--- src/design/rrpt_pkg.sv ---
// Shared types and codes for the round-robin process table.
// Beat payload structs, action and status codes. No dependencies.
package rrpt_pkg;

  typedef enum logic [2:0] {
    ACT_ADD      = 3'd0,
    ACT_SET_CUR  = 3'd1,
    ACT_GET_CUR  = 3'd2,
    ACT_GET_SLOT = 3'd3,
    ACT_GET_NEXT = 3'd4
  } action_e;

  typedef enum logic [1:0] {
    ST_OK    = 2'd0,
    ST_DUP   = 2'd1,
    ST_NONE  = 2'd2,
    ST_RANGE = 2'd3
  } status_e;

  typedef enum logic {
    FSM_IDLE = 1'b0,
    FSM_RESP = 1'b1
  } fsm_e;

  typedef struct packed {
    logic [2:0]  action;
    logic [5:0]  slot_id;
    logic [31:0] entry_data;
  } rrpt_in_t;

  typedef struct packed {
    logic [1:0]  status;
    logic [5:0]  slot_out;
    logic [31:0] entry_out;
  } rrpt_out_t;

endpackage

--- src/design/rrpt_mem.sv ---
// Entry word store: single-port synchronous RAM with registered read.
// No package dependency.
module rrpt_mem #(
  parameter int Depth = 16,
  parameter int Width = 32
) (
  input  logic                     clk_i,
  input  logic                     we_i,
  input  logic                     re_i,
  input  logic [$clog2(Depth)-1:0] addr_i,
  input  logic [Width-1:0]         wdata_i,
  output logic [Width-1:0]         rdata_o
);

  logic [Width-1:0] mem [Depth];
  logic [Width-1:0] rdata_q;

  always_ff @(posedge clk_i) begin
    if (we_i) begin
      mem[addr_i] <= wdata_i;
    end
    if (re_i) begin
      rdata_q <= mem[addr_i];
    end
  end

  assign rdata_o = rdata_q;

endmodule

--- src/design/rrpt_search.sv ---
// Circular next-used-slot finder over the used flags.
// Picks the lowest used slot above the start, else wraps to the lowest used slot.
module rrpt_search #(
  parameter int Slots = 16
) (
  input  logic [Slots-1:0]         used_i,
  input  logic [$clog2(Slots)-1:0] start_i,
  output logic                     found_o,
  output logic [$clog2(Slots)-1:0] next_o
);

  localparam int SlotW = $clog2(Slots);

  logic             hi_found;
  logic [SlotW-1:0] hi_idx;
  logic [SlotW-1:0] lo_idx;

  always_comb begin
    hi_found = 1'b0;
    hi_idx   = '0;
    lo_idx   = '0;
    for (int i = Slots - 1; i >= 0; i--) begin
      if (used_i[i]) begin
        lo_idx = SlotW'(i);
        if (SlotW'(i) > start_i) begin
          hi_idx   = SlotW'(i);
          hi_found = 1'b1;
        end
      end
    end
  end

  assign found_o = |used_i;
  assign next_o  = hi_found ? hi_idx : lo_idx;

endmodule

--- src/design/round_robin_process_table.sv ---
// Round-robin process table: used flags in flops, entry words in a registered-read RAM.
// An accepted beat's decision and RAM read are registered, then its result is loaded
// into the output register, held there while the receiver stalls. A new beat is only
// accepted once the previous result has been loaded into the output register.
// Reset: used flags, current pointer and control clear at once; entry RAM has no
// reset and is only read for slots marked used.
module round_robin_process_table
  import rrpt_pkg::*;
#(
  parameter int SLOTS       = 16,
  parameter int ENTRY_WIDTH = 32
) (
  input  logic      clk_i,
  input  logic      rst_ni,
  input  logic      in_valid_i,
  output logic      in_stall_o,
  input  rrpt_in_t  in_data_i,
  output logic      out_valid_o,
  input  logic      out_stall_i,
  output rrpt_out_t out_data_o
);

  localparam int SlotW  = $clog2(SLOTS);
  localparam int StoreW = (ENTRY_WIDTH < 32) ? ENTRY_WIDTH : 32;

  fsm_e state_q, state_d;

  logic [SLOTS-1:0]  used_q, used_d;
  logic [SlotW-1:0]  cur_slot_q, cur_slot_d;
  logic              cur_valid_q, cur_valid_d;

  logic [1:0]        status_q;
  logic [SlotW-1:0]  slot_q;
  logic              is_add_q;
  logic [StoreW-1:0] data_q;

  logic              out_valid_q, out_valid_d;
  rrpt_out_t         out_q;

  logic              in_fire;
  logic              out_load;

  logic [SlotW-1:0]  idx;
  logic              in_range;
  logic              found;
  logic [SlotW-1:0]  next_idx;

  logic [1:0]        status_d;
  logic [SlotW-1:0]  target;
  logic              do_write;
  logic              do_read;
  logic [StoreW-1:0] rdata;

  assign idx      = in_data_i.slot_id[SlotW-1:0];
  assign in_range = {1'b0, in_data_i.slot_id} < 7'(SLOTS);
  assign in_fire  = in_valid_i && !in_stall_o;

  rrpt_search #(
    .Slots(SLOTS)
  ) u_search (
    .used_i (used_q),
    .start_i(idx),
    .found_o(found),
    .next_o (next_idx)
  );

  // Decision on the accept cycle: status, target slot and state updates.
  always_comb begin
    status_d    = ST_NONE;
    target      = idx;
    do_write    = 1'b0;
    used_d      = used_q;
    cur_slot_d  = cur_slot_q;
    cur_valid_d = cur_valid_q;
    unique case (in_data_i.action)
      ACT_ADD: begin
        if (!in_range) begin
          status_d = ST_RANGE;
        end else if (used_q[idx]) begin
          status_d = ST_DUP;
        end else begin
          status_d = ST_OK;
          do_write = 1'b1;
          used_d[idx] = 1'b1;
          if (!cur_valid_q) begin
            cur_slot_d  = idx;
            cur_valid_d = 1'b1;
          end
        end
      end
      ACT_SET_CUR: begin
        if (!in_range) begin
          status_d = ST_RANGE;
        end else if (used_q[idx]) begin
          status_d    = ST_OK;
          cur_slot_d  = idx;
          cur_valid_d = 1'b1;
        end
      end
      ACT_GET_CUR: begin
        if (cur_valid_q) begin
          status_d = ST_OK;
          target   = cur_slot_q;
        end
      end
      ACT_GET_SLOT: begin
        if (!in_range) begin
          status_d = ST_RANGE;
        end else if (used_q[idx]) begin
          status_d = ST_OK;
        end
      end
      ACT_GET_NEXT: begin
        if (!in_range) begin
          status_d = ST_RANGE;
        end else if (used_q[idx] && found) begin
          status_d = ST_OK;
          target   = next_idx;
        end
      end
      default: begin
        status_d = ST_NONE;
      end
    endcase
  end

  assign do_read = (status_d == ST_OK) && !do_write;

  rrpt_mem #(
    .Depth(SLOTS),
    .Width(StoreW)
  ) u_mem (
    .clk_i  (clk_i),
    .we_i   (in_fire && do_write),
    .re_i   (in_fire && do_read),
    .addr_i (target),
    .wdata_i(in_data_i.entry_data[StoreW-1:0]),
    .rdata_o(rdata)
  );

  // FSM next state
  always_comb begin
    state_d = state_q;
    unique case (state_q)
      FSM_IDLE: if (in_fire) state_d = FSM_RESP;
      FSM_RESP: if (out_load) state_d = FSM_IDLE;
      default:  state_d = FSM_IDLE;
    endcase
  end

  // FSM outputs
  always_comb begin
    in_stall_o = 1'b1;
    out_load   = 1'b0;
    unique case (state_q)
      FSM_IDLE: in_stall_o = 1'b0;
      FSM_RESP: out_load = !out_valid_q || !out_stall_i;
      default:  in_stall_o = 1'b1;
    endcase
  end

  assign out_valid_d = out_load || (out_valid_q && out_stall_i);

  always_ff @(posedge clk_i or negedge rst_ni) begin
    if (!rst_ni) begin
      state_q     <= FSM_IDLE;
      used_q      <= '0;
      cur_slot_q  <= '0;
      cur_valid_q <= 1'b0;
      out_valid_q <= 1'b0;
    end else begin
      state_q     <= state_d;
      out_valid_q <= out_valid_d;
      if (in_fire) begin
        used_q      <= used_d;
        cur_slot_q  <= cur_slot_d;
        cur_valid_q <= cur_valid_d;
      end
    end
  end

  always_ff @(posedge clk_i) begin
    if (in_fire) begin
      status_q <= status_d;
      slot_q   <= target;
      is_add_q <= do_write;
      data_q   <= in_data_i.entry_data[StoreW-1:0];
    end
    if (out_load) begin
      out_q.status <= status_q;
      if (status_q == ST_OK) begin
        out_q.slot_out  <= 6'(slot_q);
        out_q.entry_out <= is_add_q ? 32'(data_q) : 32'(rdata);
      end else begin
        out_q.slot_out  <= '0;
        out_q.entry_out <= '0;
      end
    end
  end

  assign out_valid_o = out_valid_q;
  assign out_data_o  = out_q;

  // Only one item in flight: an accepted beat closes the input next cycle.
  a_one_in_flight: assert property (@(posedge clk_i) disable iff (!rst_ni)
    in_fire |=> in_stall_o)
    else $error("input accepted while an item is in flight");

  // Once a slot is current, some slot stays current.
  a_cur_sticky: assert property (@(posedge clk_i) disable iff (!rst_ni)
    cur_valid_q |=> cur_valid_q)
    else $error("current pointer lost");

  // A successful result always names a used slot.
  a_ok_is_used: assert property (@(posedge clk_i) disable iff (!rst_ni)
    (out_valid_o && out_data_o.status == ST_OK) |->
      used_q[out_data_o.slot_out[SlotW-1:0]])
    else $error("ok result for an unused slot");

  // Error results carry zero slot and entry.
  a_err_zero: assert property (@(posedge clk_i) disable iff (!rst_ni)
    (out_valid_o && out_data_o.status != ST_OK) |->
      (out_data_o.slot_out == '0 && out_data_o.entry_out == '0))
    else $error("error result with nonzero payload");

endmodule

--- config.mk ---
export PLATFORM = sky130hd
export DESIGN_NAME = round_robin_process_table
export DESIGN_NICKNAME = d
export VERILOG_FILES = /design/src/design/rrpt_pkg.sv /design/src/design/rrpt_mem.sv /design/src/design/rrpt_search.sv /design/src/design/round_robin_process_table.sv
export SDC_FILE = /design/constraint.sdc
export NUM_CORES = 1
export LEC_CHECK = 0
export BUFFER_PORTS_ARGS = -buffer_cell sky130_fd_sc_hd__buf_4
export CAP_MARGIN = 20
export CORE_MARGIN = 2
export CORE_UTILIZATION = 40
export DETAILED_ROUTE_END_ITERATION = 6
export HOLD_SLACK_MARGIN = 0.05
export REMOVE_ABC_BUFFERS = 1
export SLEW_MARGIN = 20
export SYNTH_ARGS = -nofsm -noshare
export SYNTH_HDL_FRONTEND = slang
export SYNTH_HIERARCHICAL = 1
export SYNTH_SLANG_ARGS = --single-unit
--- constraint.sdc ---
create_clock -name clk_i -period 4.9 [get_ports clk_i]
set_clock_uncertainty 0.15 [all_clocks]
set_input_delay 0.98 -clock clk_i [delete_from_list [all_inputs] [get_ports clk_i]]
set_output_delay 0.98 -clock clk_i [all_outputs]
set_load 0.1 [all_outputs]
==> metrics.txt, run 1 <==
status=finished clean; Worst EP required=5110 ps; drt total wl=57850 um; RR Startpoint=used_q[6]$_DFFE_PN0P_; Top Ports=87; Area after DPL=27510 um2; WL/cell=25.01 um; crit start category=input pin; synthesized area per cell=19.74 um2; Seq pwr share=50.5%; gpl congestion=0.8471; grt total ovfl=0; post-synth top area cell=edfxtp_1; final-report max-slew violation count=0; gr usage total=18.21%; switching fraction of total power=23.89%; crit path max fanout=29; Finished Core Util=47.84%; crit path DAT=4220 ps; Worst R2R Path Depth=11; Clk pin slew, worst setup/hold paths=60 ps; DRT Pass-1 Iters=5; Leak Pwr=9.732 nW; fin crit period=4018 ps; most common cell after layout, fill and taps aside=edfxtp_1; Root Driver=clkbuf_16; Pwr Total=12.25 mW; die area=64950 um2; Seq/Total Area, Yosys=76.37%; core area=61940 um2; synthesis-to-layout area growth=17.73%; CP max stage delay=470 ps; CTS tree=yes; Max transition margin=35.31%; CP cell instances=buf_4 > o21ai_0 > nand2_1 > a21oi_1 > or3_1 > a31oi_1 > o32a_2 > mux2i_1 > o21ai_4 > buf_12 > buf_12 > mux4_2 > a22oi_1 > nand2_1; Final WS setup=881.5 ps; Synth Flop Type=edfxtp_1; fin nets=1472; share of post-route cells with drive strength above 1=28.34%; Final Cell Area=29630 um2; FMAX=0.2489 GHz; Die W=254.9 um; initial antenna violation count=3; cts repair resizes=0; # setup viols final=0; Comb power frac=9.4%; Mapped Cells=1275; largest net degree at the start of global routing=43; Hold Buf Count CTS=0; Clock Path Buffers=3; YS warnings=6; Pint=9.323 mW; Post-Layout Cell Count=2313; post-DR vias/cell=5.542; Yosys cell types=62; FF+latch count, synth=644; Slew @ Worst Pin=970.3 ps; global-route wire length before repair=85880 um; CP endpoint kind=flop; EDFF count, synth=621; starting density of the core=40.64%; WS Path Type=input pin to flop; row count=91; DRT antenna net count=0; ys async rst share=3.571%; RSZ-0062 raised after global routing=no; port bufs=84; Setup Buffers After CTS=0; Synth area leaders=edfxtp_1, mux4_2, dfrtp_1; initial drt markers=1144; Fin. Hold Viols=0; FF-to-FF End=u_mem/rdata_o[15]$_DFFE_PP_; Clock Latency Late Sink=610 ps; CTS Buf Count=70; Tightest Hold Check Type=input pin to async pin; slowest CP cell=o21ai_4; Yosys top cell area share=74.09%; number of H-tree levels=3; worst slack, placed=287.6 ps; vias in the first global route=13.25k; VDD IR max=0.2354 mV; fin crit share=82.01%; Inst Count DP=2192; clock sink total=644; switching power=2.926 mW; DP Wirelength=32460 um; area of the mapped netlist=25170 um2; Clock Power Share=40.1%; Residual DRC=0; Chip Height=254.9 um; MaxCap Viol Count=0; commonest non-fill, non-tap cells in the layout=edfxtp_1, mux4_2, buf_4; Via Count=12.82k; R2R Setup Slk=910 ps; Pwr Density=413.4 nW/um2
## power by group through the flow
| stage | logic (mW) | registers [mW] | clock network (mW) |
|---|---|---|---|
| after floorplan | 0.607 | 6.57 | 0 |
| after global placement | 1.15 | 6.30 | 0 |
| after detailed placement | 1.16 | 6.30 | 0 |
| after CTS | 1.17 | 6.19 | 5.03 |
| after global routing | 1.23 | 6.19 | 5.23 |
| final | 1.15 | 6.19 | 4.91 |
## cells by family (layout without fill, tap and decap cells)
| group | after synthesis | count (layout) | synth area share [%] |
|---|---|---|---|
| XOR/XNOR | 1 | 1 | 0.03480 |
| other | 1 | 3 | 0.01490 |
| flip-flops | 644 | 644 | 76.37 |
| buffers and inverters | 85 | 284 | 1.670 |
| AND/OR/NAND/NOR | 208 | 208 | 3.833 |
| AO/OA/AOI/OAI | 165 | 165 | 4.857 |
| multiplexers | 171 | 171 | 13.22 |
## cell usage after synthesis (all sizes together) (3+ instances only)
cell type	count
edfxtp	621
mux4	129
a22oi	70
nor2	69
nand2	67
clkbuf	42
mux2i	41
buf	31
dfrtp	23
a21oi	21
nor3	17
o21ai	16
inv	12
nand3	10
nor2b	10
and2	8
a31oi	7
nand2b	7
a31o	6
a211oi	5
a41o	5
o31ai	5
a21boi	4
a21o	4
o21bai	4
a2bb2oi	3
nand3b	3
nor4	3
o22ai	3
or2	3
or3	3
or4	3
## cell type report
class	instances	area, um2
Fill cell	5148	32310
Multi-Input combinational cell	547	5710
Tap cell	837	1047
Timing Repair Buffer	152	1479
Clock buffer	80	1789
Sequential cell	644	19220
Clock inverter	40	336.6
Inverter	12	45.04
Antenna cell	1	2.502
## layer usage
layer | share of wire [%] | wire, um | global-route usage, %
met2 | 49 | 28060 | 29.17
met4 | 1.9 | 1089 | 5.096
met1 | 43 | 24730 | 25.69
met3 | 6.8 | 3950 | 3.417
met5 | 0.038 | 22 | 0
## critical path, delay by kind of cell
kind	cells	cell delay (ps)
compound gates	6	1350
buf+inv	3	790
simple gates	3	630
mux	2	440
## stage by stage
stage,hold slack (ps),setup TNS [ps]
after global placement,308.8,0
after detailed placement,307.6,0
after CTS,98.50,0
final,124.3,0
after global routing,131.5,0
after floorplan,292.2,-5860580
## state kept, by name, summed over array words and instances, names as in the netlist, 2 cells and up
| register | flops |
|---|---|
| cur_slot_q | 4 |
| data_q | 32 |
| out_data_o | 38 |
| slot_q | 4 |
| status_q | 2 |
| u_mem/mem | 512 |
| u_mem/rdata_o | 32 |
| used_q | 16 |
## worst max-delay path by stage
stage                                   to                  start
2_1_floorplan    u_mem/mem[0][0]$_DFFE_PP_          in_data_i[33]
3_3_place_gp    u_mem/rdata_o[3]$_DFFE_PP_          in_data_i[33]
3_5_place_dp    u_mem/rdata_o[3]$_DFFE_PP_          in_data_i[33]
4_1_cts        u_mem/rdata_o[15]$_DFFE_PP_  used_q[7]$_DFFE_PN0P_
5_1_grt        u_mem/rdata_o[15]$_DFFE_PP_          in_data_i[33]
6_report        u_mem/rdata_o[3]$_DFFE_PP_          in_data_i[33]
No activity file was read; power rests on OpenSTA's default activity.
==> run 2, diff against run 1 <==
Clock period 4.9 ns to 3.6 ns, I/O delays scaled along.
==> metrics.txt, run 2 (synthesis results as in run 1) <==
Tightest Hold Check Type=input pin to flop (was input pin to async pin); final-report max-slew violation count=0 (unchanged); global-route wire length before repair=90130 um (was 85880 um); Hold Path Origin=out_stall_i; most common cell after layout, fill and taps aside=edfxtp_1 (unchanged); WL/cell=24.81 um (was 25.01 um); number of H-tree levels=3 (unchanged); Clock Latency Late Sink=600 ps (was 610 ps); commonest non-fill, non-tap cells in the layout=edfxtp_1, buf_4, mux4_2 (was edfxtp_1, mux4_2, buf_4); CP max stage delay=550 ps (was 470 ps); hold depth=2; FMAX=0.2782 GHz; # setup viols final=0 (unchanged); slowest CP cell=or4_4 (was o21ai_4); initial antenna violation count=1 (was 3); final hold slack=219.9 ps (was 124.3 ps); Biggest register=u_mem/mem (unchanged); max reg flops=512 (unchanged); hold endpoint=out_valid_o$_DFF_PN0_; Worst Path Buf+Inv=3 (unchanged); RR Startpoint=used_q[7]$_DFFE_PN0P_ (was used_q[6]$_DFFE_PN0P_); crit path max fanout=8 (was 29); fin crit period=3594 ps; Fin. Hold Viols=0 (unchanged); DP Wirelength=37000 um (was 32460 um); Inst Count DP=2297 (was 2192); Chip Height=254.9 um (unchanged); CTS tree=yes (unchanged); core area=61940 um2 (unchanged); R2R Setup Slk=6 ps (was 910 ps); row count=91 (unchanged); Root Driver=clkbuf_16 (unchanged); clock sink total=644 (unchanged); grt total ovfl=0 (unchanged); crit path DAT=3800 ps (was 4220 ps); Fill cells=4942 (was 5148); gpl congestion=0.8569 (was 0.8471); largest net degree at the start of global routing=39 (was 43); CTS Buf Count=69 (was 70); Max transition margin=53.20% (was 35.31%); Final WS setup=5.830 ps (was 881.5 ps); MaxCap Viol Count=0 (unchanged); fin nets=1589 (was 1472); fin crit share=99.84%; CP endpoint kind=flop (unchanged); DRT Pass-1 Iters=6 (was 5); Finished Core Util=50.36% (was 47.84%); Top Ports=87 (unchanged); die area=64950 um2 (unchanged); Area after DPL=28610 um2 (was 27510 um2); Residual DRC=0 (unchanged); Worst EP required=3810 ps (was 5110 ps); synthesis-to-layout area growth=23.93% (was 17.73%); Clock Path Buffers=3 (unchanged); Final Cell Area=31190 um2 (was 29630 um2); FF-to-FF End=u_mem/rdata_o[12]$_DFFE_PP_ (was u_mem/rdata_o[15]$_DFFE_PP_); Leak Pwr=10.47 nW (was 9.732 nW); RSZ-0062 raised after global routing=yes (was no); CP top delay family=simple AND/OR/NAND/NOR gates (was compound AO/OA/AOI/OAI gates); worst slack, placed=-556.1 ps (was 287.6 ps); drt total wl=60370 um (was 57850 um); vias in the first global route=13.73k (was 13.25k); crit start category=flop (was input pin); Slew @ Worst Pin=702.0 ps (was 970.3 ps); WS Path Type=flop to flop (was input pin to flop); starting density of the core=40.64% (unchanged); initial drt markers=1101 (was 1144); Pwr Density=542.8 nW/um2 (was 413.4 nW/um2); most frequent CP cell=buf_12; post-DR vias/cell=5.493 (was 5.542); VDD IR max=0.3643 mV (was 0.2354 mV); n_diodes=0 (was 1); share of post-route cells with drive strength above 1=36.03% (was 28.34%); Worst R2R Path Depth=12 (was 11); Clk pin slew, worst setup/hold paths=60 ps (about the same); Die W=254.9 um (unchanged); DRT antenna net count=0 (unchanged); status=finished clean (unchanged); Post-Layout Cell Count=2433 (was 2313); port bufs=84 (unchanged); gr usage total=19.09% (was 18.21%); Via Count=13.37k (was 12.82k); CP cell instances=or4_4 > or3_4 > nand2_4 > a21oi_4 > mux2i_2 > o21ai_4 > buf_12 > buf_12 > buf_12 > mux4_2 > a22oi_2 > nand2_1 (was buf_4 > o21ai_0 > nand2_1 > a21oi_1 > or3_1 > a31oi_1 > o32a_2 > mux2i_1 > o21ai_4 > buf_12 > buf_12 > mux4_2 > a22oi_1 > nand2_1)
-- run 2: cell types whose count changed in the layout (fill, tap and decap cells not counted), moves of 3 or more --
cell       before  now
buf_4         125  204
a22oi_1        70   42
a22oi_2         0   28
buf_12         27   55
clkbuf_1       10   19
buf_6           0    6
clkbuf_16      70   75
clkinv_1       17   12
inv_6           6    1
nand2b_1        7    4
nand2b_4        0    3
-- run 2: how the worst max path moves through the flow --
stage,start,endpoint,slack [ps],depth (start not counted)
2_1_floorplan,in_data_i[33],u_mem/mem[0][0]$_DFFE_PP_,-14950,6
3_3_place_gp,in_data_i[33],u_mem/mem[3][3]$_DFFE_PP_,-510,12
3_5_place_dp,in_data_i[33],u_mem/rdata_o[19]$_DFFE_PP_,-560,15
4_1_cts,used_q[1]$_DFFE_PN0P_,u_mem/rdata_o[12]$_DFFE_PP_,0.4,14
5_1_grt,used_q[7]$_DFFE_PN0P_,u_mem/rdata_o[19]$_DFFE_PP_,-70,11
6_report,used_q[7]$_DFFE_PN0P_,u_mem/rdata_o[12]$_DFFE_PP_,6,12
-- run 2: stage by stage --
stage,TNS (ps),total power [mW]
after floorplan,-6503560,9.763
after global placement,-192330,10.26
after detailed placement,-209330,10.28
after CTS,0,17.05
after global routing,-649.6,17.50
final,0,16.93
-- run 2: repair_timing --
item / 4_1_cts / 5_1_grt
endpoints found under the hold margin: 23 / 0
gates resized for setup: 16 / 46
pin swaps: 2 / 37
endpoints found under the setup margin: 153 / 246
hold buffers: 1 / 0
buffers inserted: 3 / 7
cloned: 0 / 2
-- run 2: power breakdown --
group / total [mW] / switching, mW / internal [mW]
clock network: 6.74 / 2.81 / 3.93
registers: 8.41 / 0.0526 / 8.36
logic: 1.78 / 1.10 / 0.671
-- run 2: worst reg2reg max path: stages (launching register included) --
cell	delay [ps]
dfrtp_1	400
or4_4	550
or3_4	420
nand2_4	80
a21oi_4	50
mux2i_2	180
o21ai_4	240
buf_12	190
buf_12	160
buf_12	150
mux4_2	510
a22oi_2	210
nand2_1	70
-- run 2: final cells by class --
cell class / count / area (um2) / share of cell area, %
sequential: 644 / 19230 / 61.63
multi-input combinational: 547 / 5916 / 18.96
timing repair buffer: 270 / 2803 / 8.985
clock buffer: 92 / 1898 / 6.085
tap: 837 / 1047 / 3.357
clock inverter: 31 / 259.0 / 0.8303
inverter: 12 / 45.04 / 0.1444
-- run 2: layer usage --
layer / track usage (%) / wire [um]
met1: 27.13 / 26240
met2: 30.58 / 29300
met3: 3.295 / 3788
met4: 5.330 / 1034
met5: 0 / 10
==> run 3, diff against run 2 <==
Settings changed: CORE_UTILIZATION 40 to 35.
==> metrics.txt, run 3 (synthesis results as in run 1) <==
post-DR vias/cell=5.232 (was 5.493); most frequent CP cell=buf_12 (unchanged); VDD IR max=0.3182 mV (was 0.3643 mV); WS Path Type=flop to flop (unchanged); RR Startpoint=used_q[7]$_DFFE_PN0P_ (unchanged); final-report max-slew violation count=0 (unchanged); CP cell instances=or4_4 > or3_4 > nand2_4 > a21oi_4 > mux2i_2 > o21ai_4 > buf_12 > buf_12 > buf_12 > mux4_2 > a22oi_2 > nand2_1 (unchanged); vias in the first global route=13.90k (was 13.73k); Residual DRC=0 (unchanged); synthesis-to-layout area growth=24.80% (was 23.93%); largest net degree at the start of global routing=46 (was 39); met1 Use GR=22.58% (was 27.13%); grt total ovfl=0 (unchanged); Area after DPL=28650 um2 (was 28610 um2); Worst EP required=3800 ps (was 3810 ps); Clk pin slew, worst setup/hold paths=60 ps (about the same); Post-Layout Cell Count=2542 (was 2433); Leak Pwr=10.50 nW (was 10.47 nW); hold endpoint=out_valid_o$_DFF_PN0_ (unchanged); R2R Setup Slk=40 ps (was 6 ps); fin crit share=98.88% (was 99.84%); CTS tree=yes (unchanged); Clock Path Buffers=3 (unchanged); port bufs=84 (unchanged); Die W=272.2 um (was 254.9 um); Worst R2R Path Depth=12 (unchanged); Worst Path Buf+Inv=3 (unchanged); met2 Track Usage GR=26.53% (was 30.58%); Biggest register=u_mem/mem (unchanged); Fill cells=6154 (was 4942); core area=71360 um2 (was 61940 um2); die area=74080 um2 (was 64950 um2); Slew @ Worst Pin=1035 ps (was 702.0 ps); DRT antenna net count=0 (unchanged); gpl congestion=0.8367 (was 0.8569); initial drt markers=1094 (was 1101); WL/cell=23.90 um (was 24.81 um); Max transition margin=30.35% (was 53.20%); busiest grt layer=met2 (unchanged); share of post-route cells with drive strength above 1=36.20% (was 36.03%); fin crit period=3560 ps (was 3594 ps); clock sink total=644 (unchanged); fin nets=1584 (was 1589); commonest non-fill, non-tap cells in the layout=edfxtp_1, buf_4, mux4_2 (unchanged); CP max stage delay=560 ps (was 550 ps); Pwr Density=549.4 nW/um2 (was 542.8 nW/um2); Hold Path Origin=out_stall_i (unchanged); drt total wl=60750 um (was 60370 um); Reg area=19220 um2 (was 19230 um2); worst slack, placed=-553.9 ps (was -556.1 ps); Pwr Total=17.26 mW (was 16.93 mW); global-route wire length before repair=90760 um (was 90130 um); footprint of the multi-input gates=5929 um2 (was 5916 um2); FMAX=0.2809 GHz (was 0.2782 GHz); Top Ports=87 (unchanged); CTS Buf Count=70 (was 69); max reg flops=512 (unchanged); Tightest Hold Check Type=input pin to flop (unchanged); final hold slack=219.1 ps (was 219.9 ps); most common cell after layout, fill and taps aside=edfxtp_1 (unchanged); DRT Pass-1 Iters=7 (was 6); GRT met3 Usage=3.729% (was 3.295%); status=finished clean (unchanged); crit start category=flop (unchanged); Fin. Hold Viols=0 (unchanged); FF-to-FF End=u_mem/rdata_o[0]$_DFFE_PP_ (was u_mem/rdata_o[12]$_DFFE_PP_); # setup viols final=0 (unchanged); Final Cell Area=31410 um2 (was 31190 um2); MaxCap Viol Count=0 (unchanged); number of H-tree levels=3 (unchanged); Root Driver=clkbuf_16 (unchanged); RSZ-0062 raised after global routing=yes (unchanged); Finished Core Util=44.02% (was 50.36%); Inst Count DP=2399 (was 2297); row count=98 (was 91); Via Count=13.30k (was 13.37k); Clock Latency Late Sink=600 ps (about the same); setup TNS=0 ps (unchanged); starting density of the core=35.27% (was 40.64%); crit path DAT=3750 ps (was 3800 ps); crit path max fanout=8 (unchanged); DP Wirelength=35690 um (was 37000 um); Final WS setup=40.46 ps (was 5.830 ps); slowest CP cell=or4_4 (unchanged); hold depth=2 (unchanged); Chip Height=272.2 um (was 254.9 um); gr usage total=16.46% (was 19.09%); initial antenna violation count=1 (unchanged); CP endpoint kind=flop (unchanged); CP top delay family=simple AND/OR/NAND/NOR gates (unchanged)
==> run 3: cell count changes in the layout (fill, tap and decap cells not counted), sizes merged <==
cell      delta
clkinv       -2
inv          +2
clkbuf       -3
bufinv       +3
diode        +1
clkinvlp     +1
buf          -6
==> run 3: metal layers <==
layer  share of wire, %  vias to the layer above
met2                 49                      392
li1                   -                     5768
met5              0.020                        -
met3                5.6                       82
met1                 44                     7057
met4                1.8                        2
==> run 3: repair_timing <==
action                                 CTS  global route
buffers inserted                        10             2
setup endpoints to repair               28           488
gates cloned                             3             2
pin swaps                               21            11
endpoints found under the hold margin   23             0
resized for setup                       45            23
hold buffers                             1             0
==> run 3: cell type report <==
type | instances | area share (%)
clock inverters | 35 | 1.111
repair buffers | 264 | 8.903
flip-flops and latches | 644 | 61.20
inverters | 12 | 0.1434
diodes | 1 | 0.007967
clock buffers | 89 | 5.971
multi-input cells | 547 | 18.88
well taps | 950 | 3.784
==> run 3: worst reg2reg max path: stages (launching register included) <==
cell and delay (ps):
dfrtp_1 370, or4_4 560, or3_4 410, nand2_4 80, a21oi_4 50, mux2i_2 180
o21ai_4 230, buf_12 190, buf_12 150, buf_12 150, mux4_2 510, a22oi_2 200
nand2_1 80
==> run 3: worst max-delay path by stage <==
| stage | startpoint | end | cells past startpoint |
|---|---|---|---|
| after global placement | in_data_i[33] | u_mem/rdata_o[8]$_DFFE_PP_ | 13 |
| after floorplan | in_data_i[33] | u_mem/mem[0][0]$_DFFE_PP_ | 6 |
| after detailed placement | in_data_i[33] | u_mem/rdata_o[8]$_DFFE_PP_ | 13 |
| final | used_q[7]$_DFFE_PN0P_ | u_mem/rdata_o[0]$_DFFE_PP_ | 12 |
| after global routing | used_q[6]$_DFFE_PN0P_ | u_mem/rdata_o[0]$_DFFE_PP_ | 12 |
| after CTS | used_q[1]$_DFFE_PN0P_ | u_mem/rdata_o[30]$_DFFE_PP_ | 14 |
==> run 3: report_power, final <==
group,total (mW),switching (mW),internal (mW)
logic,1.83,1.12,0.701
clock network,7.02,2.89,4.13
registers,8.41,0.0544,8.36
total,17.3,4.07,13.2
